### src/sv/tbst_pkg.sv
`timescale 1ns / 1ps
// ----------------------------------------------------------------------------
// tbst_pkg: shared types and constants of the two-base timer bank
// Entry layout, operation and status codes, widths.
// ----------------------------------------------------------------------------
package tbst_pkg;

  localparam int TIMER_COUNT = 16;
  localparam int ADDR_W      = (TIMER_COUNT > 1) ? $clog2(TIMER_COUNT) : 1;
  localparam int IDX_W       = 4;
  localparam int IDX_EXT_W   = 9;
  localparam int BASE_W      = 14;
  localparam int TMO_IN_W    = 16;
  localparam int TMO_W       = 13;
  localparam int SLOW_STEP_W = 7;
  localparam int ENTRY_W     = 16;

  typedef enum logic [1:0] {
    OP_TICK  = 2'd0,
    OP_START = 2'd1,
    OP_CLEAR = 2'd2,
    OP_CHECK = 2'd3
  } op_e;

  typedef enum logic [1:0] {
    STATUS_IDLE    = 2'd0,
    STATUS_RUNNING = 2'd1,
    STATUS_EXPIRED = 2'd2
  } status_e;

  typedef struct packed {
    logic              slow;
    logic              run;
    logic [BASE_W-1:0] deadline;
  } entry_t;

endpackage

### src/sv/tbst_ram.sv
`timescale 1ns / 1ps
// ----------------------------------------------------------------------------
// tbst_ram: generic single-port-write, registered-read RAM
// One write and one read address per cycle, read data valid in the cycle after the address.
// ----------------------------------------------------------------------------
module tbst_ram #(
  parameter int WIDTH = 16,
  parameter int DEPTH = 16,
  parameter int AW    = (DEPTH > 1) ? $clog2(DEPTH) : 1
) (
  input  logic             clk_i,
  input  logic             we_i,
  input  logic [AW-1:0]    waddr_i,
  input  logic [WIDTH-1:0] wdata_i,
  input  logic [AW-1:0]    raddr_i,
  output logic [WIDTH-1:0] rdata_o
);

  logic [WIDTH-1:0] mem_q [DEPTH];
  logic [WIDTH-1:0] rdata_q;

  always_ff @(posedge clk_i) begin
    if (we_i) begin
      mem_q[waddr_i] <= wdata_i;
    end
    rdata_q <= mem_q[raddr_i];
  end

  assign rdata_o = rdata_q;

endmodule

### src/sv/two_base_software_timer_bank_core.sv
`timescale 1ns / 1ps
// ----------------------------------------------------------------------------
// two_base_software_timer_bank_core: bank of one-shot timers on two time bases
//
// Request channel: in_valid_i / in_stall_o with op_i, timer_index_i,
// use_slow_base_i and timeout_i. Tick advances the fast base (and the slow
// base every 128 fast ticks); start, clear and check address one entry.
// Result channel: out_valid_o / out_stall_i with status_o, one result per
// check request only.
// For each request the entry is read from the timer RAM at acceptance, and
// modified and written back in the following cycle, during which no new
// request is taken. A check result is loaded into the output register at the
// end of that write-back cycle, and out_valid_o rises with it.
// No new request is taken before the last one is written back, as set by the
// registered RAM read and the read-modify-write of a single entry.
// Reset clears both bases and the per-entry valid bits, so every entry reads
// as zero immediately; no clearing pass is needed.
// While a result waits under out_stall_i, in_stall_o stays high and no
// request is taken until the output register drains.
// ----------------------------------------------------------------------------
module two_base_software_timer_bank_core (
  input  logic                          clk_i,
  input  logic                          rst_ni,
  input  logic                          in_valid_i,
  output logic                          in_stall_o,
  input  logic [1:0]                    op_i,
  input  logic [tbst_pkg::IDX_W-1:0]    timer_index_i,
  input  logic                          use_slow_base_i,
  input  logic [tbst_pkg::TMO_IN_W-1:0] timeout_i,
  output logic                          out_valid_o,
  input  logic                          out_stall_i,
  output logic [1:0]                    status_o
);
  import tbst_pkg::*;

  logic                   accept;
  logic [IDX_EXT_W-1:0]   idx_ext;
  logic [ADDR_W-1:0]      addr_in;
  logic                   inr_in;
  logic [TMO_W-1:0]       tmo_in;

  // stage after acceptance
  logic                   busy_q;
  op_e                    op_q;
  logic [ADDR_W-1:0]      addr_q;
  logic                   inr_q;
  logic                   slow_q;
  logic [TMO_W-1:0]       tmo_q;

  logic [BASE_W-1:0]      fast_q, fast_d, slow_base_q, slow_base_d;
  logic [TIMER_COUNT-1:0] vld_q, vld_d;
  logic                   out_valid_q, out_valid_d;
  status_e                status_q, status_d;

  logic [ENTRY_W-1:0]     rdata;
  entry_t                 ent;
  entry_t                 wentry;
  logic                   we;
  logic [BASE_W-1:0]      ref_base, start_base, diff;

  assign in_stall_o = busy_q | (out_valid_q & out_stall_i);
  assign accept     = in_valid_i & ~in_stall_o;

  assign idx_ext = {{(IDX_EXT_W-IDX_W){1'b0}}, timer_index_i};
  assign addr_in = idx_ext[ADDR_W-1:0];
  assign inr_in  = (idx_ext < IDX_EXT_W'(TIMER_COUNT));
  // timeouts with bit 13 or 14 set count as zero
  assign tmo_in  = (timeout_i[14:13] != 2'b00) ? '0 : timeout_i[TMO_W-1:0];

  tbst_ram #(
    .WIDTH (ENTRY_W),
    .DEPTH (TIMER_COUNT)
  ) u_ram (
    .clk_i   (clk_i),
    .we_i    (we),
    .waddr_i (addr_q),
    .wdata_i (wentry),
    .raddr_i (addr_in),
    .rdata_o (rdata)
  );

  // never-written or cleared entries read as zero
  assign ent = (inr_q && vld_q[addr_q]) ? entry_t'(rdata) : entry_t'('0);

  assign ref_base   = ent.slow ? slow_base_q : fast_q;
  assign start_base = slow_q ? slow_base_q : fast_q;
  assign diff       = ref_base - ent.deadline;

  always_comb begin
    fast_d      = fast_q;
    slow_base_d = slow_base_q;
    vld_d       = vld_q;
    we          = 1'b0;
    wentry.slow     = slow_q;
    wentry.run      = 1'b1;
    wentry.deadline = start_base + {{(BASE_W-TMO_W){1'b0}}, tmo_q};
    out_valid_d = out_valid_q & out_stall_i;
    status_d    = status_q;
    if (busy_q) begin
      case (op_q)
        OP_TICK: begin
          fast_d = fast_q + 1'b1;
          if (fast_d[SLOW_STEP_W-1:0] == '0) begin
            slow_base_d = slow_base_q + 1'b1;
          end
        end
        OP_START: begin
          if (inr_q) begin
            we            = 1'b1;
            vld_d[addr_q] = 1'b1;
          end
        end
        OP_CLEAR: begin
          if (inr_q) begin
            vld_d[addr_q] = 1'b0;
          end
        end
        OP_CHECK: begin
          out_valid_d = 1'b1;
          if (!ent.run) begin
            status_d = STATUS_IDLE;
          end else if (diff[BASE_W-1]) begin
            status_d = STATUS_RUNNING;
          end else begin
            status_d      = STATUS_EXPIRED;
            vld_d[addr_q] = 1'b0;
          end
        end
        default: begin
          out_valid_d = out_valid_q & out_stall_i;
        end
      endcase
    end
  end

  always_ff @(posedge clk_i or negedge rst_ni) begin
    if (!rst_ni) begin
      busy_q      <= 1'b0;
      fast_q      <= '0;
      slow_base_q <= '0;
      vld_q       <= '0;
      out_valid_q <= 1'b0;
    end else begin
      busy_q      <= accept;
      fast_q      <= fast_d;
      slow_base_q <= slow_base_d;
      vld_q       <= vld_d;
      out_valid_q <= out_valid_d;
    end
  end

  always_ff @(posedge clk_i) begin
    if (accept) begin
      op_q   <= op_e'(op_i);
      addr_q <= addr_in;
      inr_q  <= inr_in;
      slow_q <= use_slow_base_i;
      tmo_q  <= tmo_in;
    end
    status_q <= status_d;
  end

  assign out_valid_o = out_valid_q;
  assign status_o    = status_q;

endmodule

### config.mk
export PLATFORM = sky130hd
export DESIGN_NAME = two_base_software_timer_bank_core
export DESIGN_NICKNAME = d
export VERILOG_FILES = /design/src/sv/tbst_pkg.sv /design/src/sv/tbst_ram.sv /design/src/sv/two_base_software_timer_bank_core.sv
export SDC_FILE = /design/constraint.sdc
export NUM_CORES = 1
export LEC_CHECK = 0
export ABC_CLOCK_PERIOD_IN_PS = 5560
export BUFFER_PORTS_ARGS = -buffer_cell sky130_fd_sc_hd__buf_4
export CAP_MARGIN = 20
export CORE_MARGIN = 2
export CORE_UTILIZATION = 62
export DETAILED_ROUTE_END_ITERATION = 12
export PLACE_DENSITY = 0.79
export REMOVE_ABC_BUFFERS = 1
export SETUP_SLACK_MARGIN = 0.1
export SYNTH_ARGS = -nofsm -noshare
export SYNTH_HDL_FRONTEND = slang
export SYNTH_SLANG_ARGS = --single-unit
export TNS_END_PERCENT = 5
### constraint.sdc
create_clock -name clk_i -period 5.56 [get_ports clk_i]
set_input_delay 0.278 -clock clk_i [delete_from_list [all_inputs] [get_ports clk_i]]
set_output_delay 0.278 -clock clk_i [all_outputs]
set_load 0.005 [all_outputs]
Word-level counts from Yosys, hierarchy flattened:

Memory sizes are Yosys's and may differ from the RTL's. A register that Yosys moved wholly into a read port is not among the register bits.
Cells that the tools add are included.

* register bits: 85
* RAM bits: 240
* output and inout bits: 4
* logic and storage cells: 64
* memories: 1

Memory list
* u_ram.mem_q: depth 16, width 15, rd ports 1, clocked after memory_dff 1, wr ports 1, line tbst_ram.sv:19 `logic [WIDTH-1:0] mem_q [DEPTH];`

* add/sub/neg operators: 4
* $lt $le $gt $ge: 3
* eq/ne operators: 7
* mux-type cells: 20
* bitwise gates (word level): 7
* reductions and logical operators: 10

Operators by type and width (count)
* $mux 16: 5
* $pmux 16 s3: 1
* $add 14x1->14 const B: 2
* $mux 14: 2
* $and 16x16->16: 1
* $not 16->16: 1
* $or 16x16->16: 1
* $add 14x13->14: 1
* $sub 14x14->14: 1
* $lt 4x5->1 const B: 2
* $mux 1: 9
* $ne 2x2->1 const B: 4
* $logic_not 7->1: 1
* $reduce_and 6->1: 1
* $bmux 1 s4: 1
* $demux 1 s4: 1
* $eq 2x2->1 const B: 2
* $ge 4x1->1 const B: 1
* $reduce_and 2->1: 2
* $reduce_and 3->1: 1
* $reduce_bool 3->1: 1
* $and 1x1->1: 2
* $eq 2x1->1 const B: 1
* $logic_and 1x1->1: 2
* other kinds (5): 5

Depth between registers and ports, before layout:

Gate-level depths: netlist (run 1).

* depth after elaboration: 9
* mapped depth: 15

By module:

A second synthesis (run 1) with hierarchy kept.

* cell total of the unflattened synthesis: 844
* area total of the unflattened synthesis: 14448.9 um^2

By module, submodules not included
* tbst_ram: times used 1, cells an instance 432, area each 10042.1 um^2
* two_base_software_timer_bank_core: times used 1, cells an instance 412, area each 4406.7 um^2

Worst setup path before layout (run 1):

Ideal clock, no wire load.

* path type: reg2reg
* from: register slow_q
* to: memory u_ram.mem_q[0][13] in the netlist's numbering (data pin)
* data arrival time: 4550 ps
* slack: 521 ps
* stages on the path, launching flop included: 13
* buffers on the path: 2
* period minus slack after synthesis: 5039 ps
* path through: edfxtp_1 > clkbuf_1 > buf_1 > mux2i_1 > inv_1 > ha_1 > a21o_1 > a21oi_1 > o21a_1 > o31ai_1 > o41ai_1 > mux2i_1 > a2111oi_0

* cells in the longest elaborated chain, start to end: 2

Ends and longest elaborated chain
* from (decl): line two_base_software_timer_bank_core.sv:47 `logic slow_q;`
* from (signal assigned): line two_base_software_timer_bank_core.sv:157 `slow_q <= use_slow_base_i;`
* $mux 14: line two_base_software_timer_bank_core.sv:86 `assign start_base = slow_q ? slow_base_q : fast_q;`
* $add 14x13->14: line two_base_software_timer_bank_core.sv:96 `wentry.deadline = start_base + {{(BASE_W-TMO_W){1'b0}}, tmo_q};`
* net u_ram.wdata_i[13]: line tbst_ram.sv:14 `input logic [WIDTH-1:0] wdata_i,`
* to (decl): line tbst_ram.sv:19

The timed path passes the listed nets, and every way through them passes these cells.

==> results of run 1 <==
[timing repair]
item                      4_1_cts  5_1_grt
hold buffers                    5        0
hold endpoints to repair       50        0
resized for setup               0        0
[cell type report]
| type | count | area share |
|---|---|---|
| timing repair buffer | 66 | 0.0342 |
| tap | 280 | 0.0224 |
| multi-input combinational | 438 | 0.276 |
| inverter | 13 | 0.00312 |
| clock buffer | 52 | 0.0626 |
| clock inverter | 9 | 0.00623 |
| sequential | 323 | 0.595 |
[layout by cell type, fill, tap and decap left out, types with 8 or more instances in the layout]
| master | Yosys | routed |
|---|---|---|
| sky130_fd_sc_hd__a21oi_1 | 17 | 17 |
| sky130_fd_sc_hd__nor3_1 | 22 | 17 |
| sky130_fd_sc_hd__nand3_1 | 12 | 12 |
| sky130_fd_sc_hd__ha_1 | 32 | 32 |
| sky130_fd_sc_hd__clkbuf_16 | 0 | 35 |
| sky130_fd_sc_hd__dfxtp_1 | 15 | 15 |
| sky130_fd_sc_hd__a21oi_4 | 10 | 10 |
| sky130_fd_sc_hd__and2_1 | 17 | 17 |
| sky130_fd_sc_hd__clkbuf_1 | 28 | 13 |
| sky130_fd_sc_hd__nand2_1 | 46 | 46 |
| sky130_fd_sc_hd__inv_1 | 13 | 13 |
| sky130_fd_sc_hd__xnor2_1 | 30 | 29 |
| sky130_fd_sc_hd__edfxtp_1 | 262 | 262 |
| sky130_fd_sc_hd__mux2_2 | 23 | 23 |
| sky130_fd_sc_hd__dfrtp_1 | 46 | 46 |
| sky130_fd_sc_hd__buf_4 | 0 | 58 |
| sky130_fd_sc_hd__o21ai_0 | 8 | 8 |
| sky130_fd_sc_hd__mux4_2 | 78 | 78 |
| sky130_fd_sc_hd__nor2_1 | 65 | 64 |
| sky130_fd_sc_hd__and3_1 | 8 | 8 |
| sky130_fd_sc_hd__nand4_1 | 9 | 9 |
| sky130_fd_sc_hd__xor2_1 | 9 | 9 |
[critical path: stages, from the launching register on]
cell	delay, ps
sky130_fd_sc_hd__edfxtp_1	630
sky130_fd_sc_hd__mux4_1	660
sky130_fd_sc_hd__mux4_2	520
sky130_fd_sc_hd__nand2_1	410
sky130_fd_sc_hd__mux2_2	400
sky130_fd_sc_hd__ha_1	310
sky130_fd_sc_hd__a21oi_1	130
sky130_fd_sc_hd__nor2b_1	60
sky130_fd_sc_hd__o41ai_1	670
sky130_fd_sc_hd__nand2_1	220
sky130_fd_sc_hd__a311o_4	580
sky130_fd_sc_hd__a21oi_1	200
[power by group through the flow]
stage / sequential (uW) / clock, uW / combinational [uW]
4_1_cts: 2890 / 2210 / 632
5_1_grt: 2900 / 2300 / 727
2_1_floorplan: 2900 / 0 / 415
6_report: 2890 / 2190 / 659
3_5_place_dp: 2940 / 0 / 625
3_3_place_gp: 2930 / 0 / 581
[registers in the layout, indices dropped and copies added (netlist names), named ones only]
signal / cells
slow_q: 1
addr_q: 4
op_q: 2
tmo_q: 13
u_ram.rdata_o: 15
out_valid_o: 1
slow_base_q: 14
u_ram.mem_q: 240
busy_q: 1
fast_q: 14
status_o: 2
[cell usage after synthesis (all sizes together), types with 7 or more instances]
cell      n
and2     17
nand3    12
nand4     9
o21ai     8
dfxtp    15
xor2      9
nand2b    7
clkbuf   28
xnor2    30
and3      8
buf       9
ha       32
nor3     22
a21oi    27
edfxtp  262
mux4     80
inv      13
nor2     65
dfrtp    46
mux2     23
nand2    46
[layer usage]
layer / GRT usage / part of all wire / up-vias
li1: - / - / 3263
met1: 0.363 / 0.40 / 3852
met2: 0.429 / 0.50 / 334
met3: 0.0360 / 0.069 / 67
met4: 0.0829 / 0.029 / 0
met5: 0 / 0 / -
[cells by family (layout without fill, tap and decap cells)]
logic type | after synthesis | after routing | synth area share
AOI/OAI and AO/OA | 58 | 58 | 0.0342
adders and majority gates | 33 | 33 | 0.0304
xor gates and xnor gates | 39 | 39 | 0.0247
DFF | 323 | 323 | 0.675
buffers and inverters | 50 | 140 | 0.0153
muxes | 107 | 107 | 0.153
and+or+nand+nor | 201 | 201 | 0.0682
[metrics by stage]
step	total power, uW	hold slack (ps)	instances
after floorplan	3320	-17.6	774
after global placement	3510	309	1103
after detailed placement	3560	327	1105
after CTS	5740	52.7	1171
after global routing	5930	57.0	1181
final	5740	64.4	1181
[worst max-delay path by stage]
| stage | start | to | slack [ps] |
|---|---|---|---|
| final | addr_q[1]$_DFFE_PP_ | flop | 690 |
| after global routing | addr_q[1]$_DFFE_PP_ | flop | 510 |
| after CTS | addr_q[1]$_DFFE_PP_ | flop | 720 |
| after detailed placement | addr_q[1]$_DFFE_PP_ | flop | 730 |
| after global placement | addr_q[1]$_DFFE_PP_ | flop | 860 |
| after floorplan | slow_q$_DFFE_PP_ | u_ram.mem_q[0][13]$_DFFE_PP_ | 820 |
==> PnR_summary.wiki, run 1 <==
{| class="wikitable"
! Metric !! Value
|-
| Status || complete, no violations
|-
| HPWL Detailed || 17,900 um
|-
| Sequential share of power || 0.503
|-
| Starting Density || 0.633
|-
| Critical Path Start Type || flop
|-
| Die width || 153 um
|-
| Final hold vios || 0
|-
| WL/cell || 25.5 um
|-
| TritonCTS clock tree || yes
|-
| Worst Path Arrival || 5280 ps
|-
| Source of the worst register-to-register timing path || addr_q[1]$_DFFE_PP_
|-
| Actual transition at the worst max-transition pin || 924 ps
|-
| Net switching fraction of the power || 0.236
|-
| Number of antenna violations at the first check in global routing || 0
|-
| Type of the most critical hold path || in -> reg
|-
| Sink of the worst hold path || tmo_q[6]$_SDFFCE_PP0P_
|-
| CTS root buf || sky130_fd_sc_hd__clkbuf_16
|-
| Site row count || 54
|-
| DIE HEIGHT || 153 um
|-
| Global placer's final weighted congestion || 0.827
|-
| Max Fanout on Critical Path || 16
|-
| Number of enable-type register cells in the synthesized netlist || 262
|-
| Overall die area || 23,500 um2
|-
| Cells taking the most area after synthesis || sky130_fd_sc_hd__edfxtp_1, sky130_fd_sc_hd__mux4_2, sky130_fd_sc_hd__dfrtp_1, sky130_fd_sc_hd__ha_1, sky130_fd_sc_hd__dfxtp_1
|-
| IO Port Bufs || 29
|-
| Layout Skew || 16.7 ps
|-
| Startpoint of the tightest hold check path || timeout_i[6]
|-
| Core Util, Final || 0.717
|-
| I/O pin total || 31
|-
| Area used by multi-input combinational logic || 4330 um2
|-
| FF-to-FF setup slack || 690 ps
|-
| Global-route wire length before repair || 45,400 um
|-
| Synthesis Warnings || 0
|-
| Combinational fraction of design power || 0.115
|-
| Total congestion overflow after global routing || 0
|-
| Power Density || 366 nW/um2
|-
| Fraction of post-synthesis cell area in the top cell type by area || 0.569
|-
| DRT iter0 DRCs || 669
|-
| Depth of the worst register-to-register path || 11
|-
| Count of unique library cells instantiated by Yosys || 45
|-
| Highest achievable clock rate || 205 MHz
|-
| Part of the power in the clock network || 0.382
|-
| Area of the mapped netlist || 13,800 um2
|-
| Final design instance area without fill || 15,700 um2
|-
| Int Pwr || 4380 uW
|-
| Net total in the final layout || 936
|-
| Final clock period utilization by the worst path || 0.875
|-
| Number of buffers added for setup after CTS || 0
|-
| Routed WL || 30,200 um
|-
| Synth Instances || 811
|-
| Worst setup timing slack at the placement stage || 733 ps
|-
| Antenna Cells || 0
|-
| Number of global-route vias before repair || 7,775
|-
| Post-detailed-placement cell area || 14,400 um2
|-
| Proportion of synthesized chip area in sequential cells || 0.675
|-
| Final-report setup violation count || 0
|-
| Total net switching power || 1350 uW
|-
| Growth of design area from synthesis to finish || 13.3%
|-
| FF+latch area || 9320 um2
|-
| IR Drop Worst-Case VDD || 0.271 mV
|-
| Core area || 21,800 um2
|-
| DR pass1 iterations || 5
|-
| Number of flip-flops and latches in the synthesized netlist || 323
|-
| Setup TNS || 0 ps
|-
| Commonest register cell after synthesis || sky130_fd_sc_hd__edfxtp_1
|-
| Total via count in the routed design || 7,516
|-
| Critical path endpoint category || flop
|-
| Max Cap Viol || 0
|-
| Maximum number of pins on one net before global-route repair || 62
|-
| Number of buffers on the longest clock path || 3
|-
| Worst slew slack as a fraction of its limit || 0.382
|-
| Leakage power figure || 0.00565 uW
|-
| All-Layer GR Usage || 0.259
|-
| Register clock-pin slew on the reported worst setup and hold paths || 60 ps
|-
| Post-layout minimum cycle time || 4870 ps
|-
| Total of fill cells in the finished design || 1,283
|-
| Sinks on the clock net || 323
|-
| Max-slew violation count || 0
|-
| Clock latency on the worst-skew pair || 510 ps
|-
| Final setup margin || 692 ps
|-
| CTS H-tree depth || 2
|-
| Detailed-route DRC error count || 0
|-
| Fraction of layout cells with a size suffix above 1 || 0.254
|-
| Async set-reset flop share out of synthesis || 0.142
|-
| Mean instance size in the synthesized netlist || 17.0 um2
|-
| Unrepaired setup endpoints after global routing || false
|-
| Largest area contributor in the synthesized netlist || sky130_fd_sc_hd__edfxtp_1
|-
| Worst Path Required || 5970 ps
|-
| Number of CTS-inserted buffers || 34
|-
| Min-Delay Path Depth || 2
|-
| Critical path class || reg -> reg
|-
| Routed via count divided by cell count || 6.36
|-
| Antenna Violating Nets Remaining || 0
|}
(Power assumes the default switching activity.)
==> run 2, diff against run 1 <==
- ABC_AREA: not set -> 1
- CORE_UTILIZATION: 62 -> 63
- PLACE_DENSITY: 0.79 -> 0.8
==> PnR_summary.wiki, run 2 <==
{| class="wikitable"
! Metric !! Value
|-
| Critical path's largest stage delay || 850 ps (+180 ps)
|-
| WL/cell || 19.9 um (-22%)
|-
| Post-layout minimum cycle time || 3920 ps (-950 ps)
|-
| Power Density || 356 nW/um2 (-2.7%)
|-
| Async set-reset flop share out of synthesis || 0.142 (unchanged)
|-
| Critical path class || reg -> reg
|-
| IR Drop Worst-Case VDD || 0.290 mV (+7.3%)
|-
| Total congestion overflow after global routing || 0 (unchanged)
|-
| Number of CTS-inserted buffers || 31 (-8.8%)
|-
| Worst setup timing slack at the placement stage || 1700 ps (+968 ps)
|-
| Status || complete, no violations
|-
| Top delay family on crit path || compound AO/OA/AOI/OAI gates
|-
| Post-cts resize count || 0 (unchanged)
|-
| Register clock-pin slew on the reported worst setup and hold paths || 60 ps (about the same)
|-
| Leakage power figure || 0.00644 uW (+14%)
|-
| Antenna Violating Nets Remaining || 0 (unchanged)
|-
| Max reg flops || 240 (unchanged)
|-
| HPWL Detailed || 18,600 um (+3.8%)
|-
| Global-route wire length before repair || 49,100 um (+8.1%)
|-
| Growth of design area from synthesis to finish || 12.0%
|-
| Mean instance size in the synthesized netlist || 11.5 um2 (-33%)
|-
| Fraction of layout cells with a size suffix above 1 || 0.110 (-0.144)
|-
| Cell-by-cell listing of the critical path || buf_4 -> o21ai_0 -> ha_1 -> inv_1 -> fa_1 -> inv_1 -> a31oi_1 -> o21bai_1 -> a21oi_1 -> o21bai_1 -> nand2_1 -> nand2_1 -> a21oi_1 -> xor2_1
|-
| Number of global-route vias before repair || 9,139 (+18%)
|-
| Number of buffers on the longest clock path || 3 (unchanged)
|-
| Routed via count divided by cell count || 5.92 (-7.0%)
|-
| Type of the most critical hold path || in -> reg
|-
| Setup TNS || 0 ps (unchanged)
|-
| Worst slew slack as a fraction of its limit || 0.266 (-0.116)
|-
| Layout Skew || 16.1 ps (-0.668 ps)
|-
| Sinks on the clock net || 323 (unchanged)
|-
| DP Cell Count || 1,542 (+40%)
|-
| Clock latency on the worst-skew pair || 550 ps (+40 ps)
|-
| DR pass1 iterations || 7 (+2)
|-
| Post-route insts no fill || 1,611 (+36%)
|-
| Actual transition at the worst max-transition pin || 1100 ps (+174 ps)
|-
| Cells taking the most area after synthesis || sky130_fd_sc_hd__edfxtp_1, sky130_fd_sc_hd__dfrtp_1, sky130_fd_sc_hd__nand2_1, sky130_fd_sc_hd__mux2i_1, sky130_fd_sc_hd__inv_1
|-
| Fraction of post-synthesis cell area in the top cell type by area || 0.541 (-0.0282)
|-
| DIE HEIGHT || 156 um (+1.7%)
|-
| Highest achievable clock rate || 255 MHz (+24%)
|-
| Worst hold slack || 21.8 ps (-42.6 ps)
|-
| Most frequent cell after synthesis || sky130_fd_sc_hd__edfxtp_1
|-
| CTS H-tree depth || 1 (-1)
|-
| Antenna Cells || 0 (unchanged)
|-
| Number of antenna violations at the first check in global routing || 0 (unchanged)
|-
| Global placer's final weighted congestion || 0.886 (+7.2%)
|-
| Commonest non-fill, non-tap cells in the layout || sky130_fd_sc_hd__edfxtp_1, sky130_fd_sc_hd__nand2_1, sky130_fd_sc_hd__inv_1
|-
| Total via count in the routed design || 9,537 (+27%)
|-
| CP Buf/Inv Count || 3 (+3)
|-
| Critical Path Start Type || flop
|-
| Max Cap Viol || 0 (unchanged)
|-
| Count of unique library cells instantiated by Yosys || 40 (-11%)
|-
| Area of the mapped netlist || 14,500 um2 (+5.2%)
|-
| Starting Density || 0.642 (+0.00899)
|-
| I/O pin total || 31 (unchanged)
|-
| Proportion of synthesized chip area in sequential cells || 0.641 (-0.0334)
|-
| Die width || 156 um (+1.7%)
|-
| Unrepaired setup endpoints after global routing || false
|-
| CTS root buf || sky130_fd_sc_hd__clkbuf_16
|-
| DRT iter0 DRCs || 940 (+41%)
|-
| Commonest cells in the netlist || sky130_fd_sc_hd__edfxtp_1, sky130_fd_sc_hd__nand2_1, sky130_fd_sc_hd__inv_1, sky130_fd_sc_hd__o21ai_0, sky130_fd_sc_hd__a21oi_1
|-
| Synth Instances || 1,266 (+56%)
|-
| Synthesis Warnings || 0 (unchanged)
|-
| Net total in the final layout || 1,362 (+46%)
|-
| Maximum number of pins on one net before global-route repair || 130 (+110%)
|-
| IO Port Bufs || 29 (unchanged)
|-
| Routed WL || 32,100 um (+6.4%)
|-
| Final setup margin || 1640 ps (+950 ps)
|-
| Detailed-route DRC error count || 0 (unchanged)
|-
| TritonCTS clock tree || yes
|-
| Most frequent standard cell in the layout excluding fill and tap cells || sky130_fd_sc_hd__edfxtp_1
|-
| Largest area contributor in the synthesized netlist || sky130_fd_sc_hd__edfxtp_1
|-
| Final hold vios || 0 (unchanged)
|-
| Core Util, Final || 0.719 (+0.00157)
|-
| Worst Path Arrival || 4110 ps (-1170 ps)
|-
| Overall die area || 24,300 um2 (+3.5%)
|-
| Critical path endpoint category || flop
|-
| Number of enable-type register cells in the synthesized netlist || 262 (unchanged)
|-
| Final clock period utilization by the worst path || 0.705 (-0.171)
|-
| Site row count || 55 (+1.9%)
|-
| Number of flip-flops and latches in the synthesized netlist || 323 (unchanged)
|-
| Total of fill cells in the finished design || 1,480 (+15%)
|-
| Register bank with the most flops || u_ram.mem_q
|-
| All-Layer GR Usage || 0.266 (+0.00727)
|-
| Final-report setup violation count || 0 (unchanged)
|-
| Cell with the largest stage delay on the worst path || sky130_fd_sc_hd__xor2_1
|-
| Commonest register cell after synthesis || sky130_fd_sc_hd__edfxtp_1
|-
| Max-slew violation count || 0 (unchanged)
|-
| Max Fanout on Critical Path || 44 (+28)
|-
| Core area || 22,600 um2 (+3.7%)
|-
| Worst Path Required || 5750 ps (-220 ps)
|}
==> run 2: cell count changes after synthesis, moves of 60 or more <==
cell,previous run,this run
sky130_fd_sc_hd__a21oi_1,17,84
sky130_fd_sc_hd__o211ai_1,1,61
sky130_fd_sc_hd__mux4_2,78,0
sky130_fd_sc_hd__inv_1,13,142
sky130_fd_sc_hd__o21ai_0,8,103
sky130_fd_sc_hd__nand2_1,46,167
==> run 2: cell families after synthesis <==
kind of cell,count (synthesis),share of synthesized area
DFF,323,0.641
and+or+nand+nor,347,0.109
muxes,60,0.0413
adders and majority gates,33,0.0289
xor gates and xnor gates,37,0.0223
buffers and inverters,208,0.0570
AOI/OAI and AO/OA,258,0.101
==> run 2: layout make-up <==
class / count / area (um2) / share of cell area
flip-flops and latches: 323 / 9320 / 0.572
multi-input cells: 735 / 4470 / 0.275
clock buffers: 43 / 871 / 0.0535
inverters: 148 / 556 / 0.0341
repair buffers: 63 / 500 / 0.0307
well taps: 285 / 357 / 0.0219
clock inverters: 14 / 203 / 0.0125
==> run 2: per-layer routing <==
layer  GRT usage  vias to the layer above  wire length [um]
met1       0.374                     4587             13400
met4      0.0861                        0               829
met5           0                        -                 0
met3      0.0311                       64              2230
met2       0.440                      360             15600
li1            -                     4526                 -
==> run 2: final timing paths <==
path | from | endpoint | slack (ps) | cells past startpoint
max | slow_q$_DFFE_PP_ | u_ram.mem_q[10][12]$_DFFE_PP_ | 1640 | 14
min | timeout_i[6] | tmo_q[6]$_SDFFCE_PP0P_ | 20 | 3
max reg2reg | slow_q$_DFFE_PP_ | u_ram.mem_q[10][12]$_DFFE_PP_ | 1640 | 14
min reg2reg | flop | flop | 470 | 2
max in group asynchronous | rst_ni | async pin | 4850 | 2
min in group asynchronous | rst_ni | fast_q[12]$_DFFE_PN0P_ | 280 | 2
==> run 2: worst reg2reg max path, delay by kind of cell (launching register included) <==
| family | cells | cell delay [ps] |
|---|---|---|
| compound gates | 6 | 1160 |
| xor+xnor | 1 | 850 |
| fa+ha+maj | 2 | 630 |
| buf+inv | 3 | 400 |
| flops | 1 | 370 |
| simple gates | 2 | 150 |
==> run 2: what timing repair did <==
item                                   CTS  global route
hold buffers                             5             0
buffers inserted                         0             0
endpoints found under the hold margin   50             0
==> run 2: stage by stage <==
stage          total power, uW  instance area, um2
3_5_place_dp              3630               15100
6_report                  5800               16300
4_1_cts                   5800               16200
3_3_place_gp              3600               15100
2_1_floorplan             3360               14300
5_1_grt                   6000               16300
==> run 2: where the power goes <==
| part | switching (uW) | internal [uW] |
|---|---|---|
| Combinational | 509 | 230 |
| Clock | 864 | 1320 |
| Sequential | 65.7 | 2810 |
==> run 3, diff against run 2 <==
- ABC_CLOCK_PERIOD_IN_PS: 5560 -> 4100
- clock period: 5.56 -> 4.1 ns (I/O delays scaled with it)
==> PnR_summary.wiki, run 3 (synthesis gave the netlist of run 2 again) <==
{| class="wikitable"
! Metric !! Value
|-
| Status || complete, no violations
|-
| Total of fill cells in the finished design || 1,497 (+1.1%)
|-
| FF+latch area || 9320 um2 (unchanged)
|-
| Growth of design area from synthesis to finish || 12.7%
|-
| Fraction of layout cells with a size suffix above 1 || 0.112 (+0.00150)
|-
| Detailed-route DRC error count || 0 (unchanged)
|-
| Number of global-route vias before repair || 9,046 (-1.0%)
|-
| Sinks on the clock net || 323 (unchanged)
|-
| Type of the most critical hold path || in -> reg
|-
| Setup TNS || 0 ps (unchanged)
|-
| Highest achievable clock rate || 279 MHz (+9.3%)
|-
| Net total in the final layout || 1,378 (+1.2%)
|-
| CTS H-tree depth || 2 (+1)
|-
| Global placer's final weighted congestion || 0.887 (+0.12%)
|-
| I/O pin total || 31 (unchanged)
|-
| Number of buffers on the longest clock path || 3 (unchanged)
|-
| Most frequent standard cell in the layout excluding fill and tap cells || sky130_fd_sc_hd__edfxtp_1
|-
| Max Cap Viol || 0 (unchanged)
|-
| WL/cell || 19.4 um (-2.6%)
|-
| Launch point of the worst path || addr_q[3]$_DFFE_PP_
|-
| Max-slew violation count || 0 (unchanged)
|-
| Total congestion overflow after global routing || 0 (unchanged)
|-
| Register clock-pin slew on the reported worst setup and hold paths || 60 ps (about the same)
|-
| Critical path class || reg -> reg
|-
| HPWL Detailed || 18,500 um (-0.54%)
|-
| Post-layout minimum cycle time || 3580 ps (-334 ps)
|-
| Critical Path Start Type || flop
|-
| Final-report setup violation count || 0 (unchanged)
|-
| Maximum number of pins on one net before global-route repair || 108 (-17%)
|-
| CTS root buf || sky130_fd_sc_hd__clkbuf_16
|-
| Final hold vios || 0 (unchanged)
|-
| Leakage power figure || 0.00650 uW (+1.0%)
|-
| Critical path endpoint category || flop
|-
| Area used by multi-input combinational logic || 4470 um2 (unchanged)
|-
| Met2 Resource Use GR || 0.434 (-0.00527)
|-
| Power Density || 475 nW/um2 (+33%)
|-
| DRT iter0 DRCs || 814 (-13%)
|-
| Site row count || 55 (unchanged)
|-
| FF-to-FF setup slack || 520 ps (-1130 ps)
|-
| Met1 track utilization from global routing || 0.373 (-0.000702)
|-
| Starting Density || 0.642 (unchanged)
|-
| Global-route wire length before repair || 48,800 um (-0.66%)
|-
| Most heavily used metal layer in global routing || met2
|-
| Worst Path Required || 4490 ps (-1260 ps)
|-
| Core area || 22,600 um2 (unchanged)
|-
| TritonCTS clock tree || yes
|-
| DIE HEIGHT || 156 um (unchanged)
|-
| IO Port Bufs || 29 (unchanged)
|-
| Total via count in the routed design || 9,557 (+0.21%)
|-
| Antenna Violating Nets Remaining || 0 (unchanged)
|-
| Met3 GRT Util || 0.0331 (+0.00194)
|-
| Final clock period utilization by the worst path || 0.874 (+0.170)
|-
| Max Fanout on Critical Path || 32 (-27%)
|-
| Die width || 156 um (unchanged)
|-
| Number of antenna violations at the first check in global routing || 0 (unchanged)
|-
| Routed WL || 31,600 um (-1.5%)
|-
| DR pass1 iterations || 5 (-2)
|-
| Layout Skew || 14.3 ps (-1.72 ps)
|-
| Source of the worst register-to-register timing path || addr_q[3]$_DFFE_PP_
|-
| Clock latency on the worst-skew pair || 510 ps (-40 ps)
|-
| Number of CTS-inserted buffers || 34 (+9.7%)
|-
| Total design power || 7780 uW (+34%)
|-
| IR Drop Worst-Case VDD || 0.304 mV (+4.7%)
|-
| Worst slew slack as a fraction of its limit || 0.299 (+0.0329)
|-
| Max reg flops || 240 (unchanged)
|-
| Core Util, Final || 0.724 (+0.00475)
|-
| Actual transition at the worst max-transition pin || 1050 ps (-49.2 ps)
|-
| Startpoint of the tightest hold check path || timeout_i[6]
|-
| Routed via count divided by cell count || 5.87 (-0.90%)
|-
| Register bank with the most flops || u_ram.mem_q
|-
| Commonest non-fill, non-tap cells in the layout || sky130_fd_sc_hd__edfxtp_1, sky130_fd_sc_hd__nand2_1, sky130_fd_sc_hd__inv_1
|-
| Unrepaired setup endpoints after global routing || false
|-
| Post-cts resize count || 0 (unchanged)
|-
| Worst Path Arrival || 3980 ps (-130 ps)
|-
| Overall die area || 24,300 um2 (unchanged)
|-
| All-Layer GR Usage || 0.264 (-0.00182)
|-
| Antenna Cells || 0 (unchanged)
|}
[run 3: final timing paths]
path                                                     to  depth (start not counted)
max in group asynchronous                         async pin                          2
worst max register to register                         flop                         20
worst min register to register                         flop                          2
worst min-delay path                 tmo_q[6]$_SDFFCE_PP0P_                          3
worst max-delay path                                   flop                         20
min in group asynchronous       slow_base_q[10]$_DFFE_PN0P_                          2
[run 3: area by class of cell]
class | instances | share of cell area
clock buffers | 51 | 0.0609
clock inverters | 11 | 0.00336
inverters | 148 | 0.0339
multi-input cells | 735 | 0.273
flip-flops and latches | 323 | 0.569
well taps | 285 | 0.0218
repair buffers | 76 | 0.0383
[run 3: stage by stage]
step / setup WS (ps) / hold WS, ps / area, um2 / cells
after floorplan: 852 / -90.6 / 14300 / 1206
after global routing: 186 / 13.3 / 16400 / 1629
after detailed placement: 396 / 261 / 15100 / 1547
after global placement: 520 / 254 / 15100 / 1547
final: 516 / 11.1 / 16400 / 1629
after CTS: 247 / 0.263 / 16300 / 1621
[run 3: timing repair]
action,4_1_cts,5_1_grt
endpoints found under the setup margin,0,10
setup buffers,0,2
hold buffers,12,0
hold endpoints to repair,57,0
[run 3: critical path, stage by stage (launching register included)]
cell	delay, ps
sky130_fd_sc_hd__edfxtp_1	440
sky130_fd_sc_hd__nand2_1	380
sky130_fd_sc_hd__inv_1	70
sky130_fd_sc_hd__nand2_1	90
sky130_fd_sc_hd__nand2_2	70
sky130_fd_sc_hd__inv_2	90
sky130_fd_sc_hd__nand2_8	110
sky130_fd_sc_hd__nand2_4	250
sky130_fd_sc_hd__o21ai_0	160
sky130_fd_sc_hd__ha_1	320
sky130_fd_sc_hd__inv_1	50
sky130_fd_sc_hd__nor2_1	140
sky130_fd_sc_hd__nand2_1	80
sky130_fd_sc_hd__nor3_1	210
sky130_fd_sc_hd__a21oi_1	100
sky130_fd_sc_hd__nand2_1	170
sky130_fd_sc_hd__nand3_2	130
sky130_fd_sc_hd__nand2_4	280
sky130_fd_sc_hd__nand3_1	120
sky130_fd_sc_hd__nand2_1	100
sky130_fd_sc_hd__nand2_1	70
[run 3: metal layers]
layer,part of all wire,wire length [um]
met5,0,0
met4,0.026,814
met3,0.068,2160
met2,0.49,15500
met1,0.42,13100
[run 3: power by group]
| group | internal, uW | switching [uW] | total (uW) | leakage, uW |
|---|---|---|---|---|
| logic | 316 | 677 | 994 | 0.00287 |
| registers | 3810 | 87.6 | 3900 | 0.00311 |
| clock network | 1690 | 1200 | 2890 | 0.000518 |
| total | 5820 | 1960 | 7780 | 0.00650 |
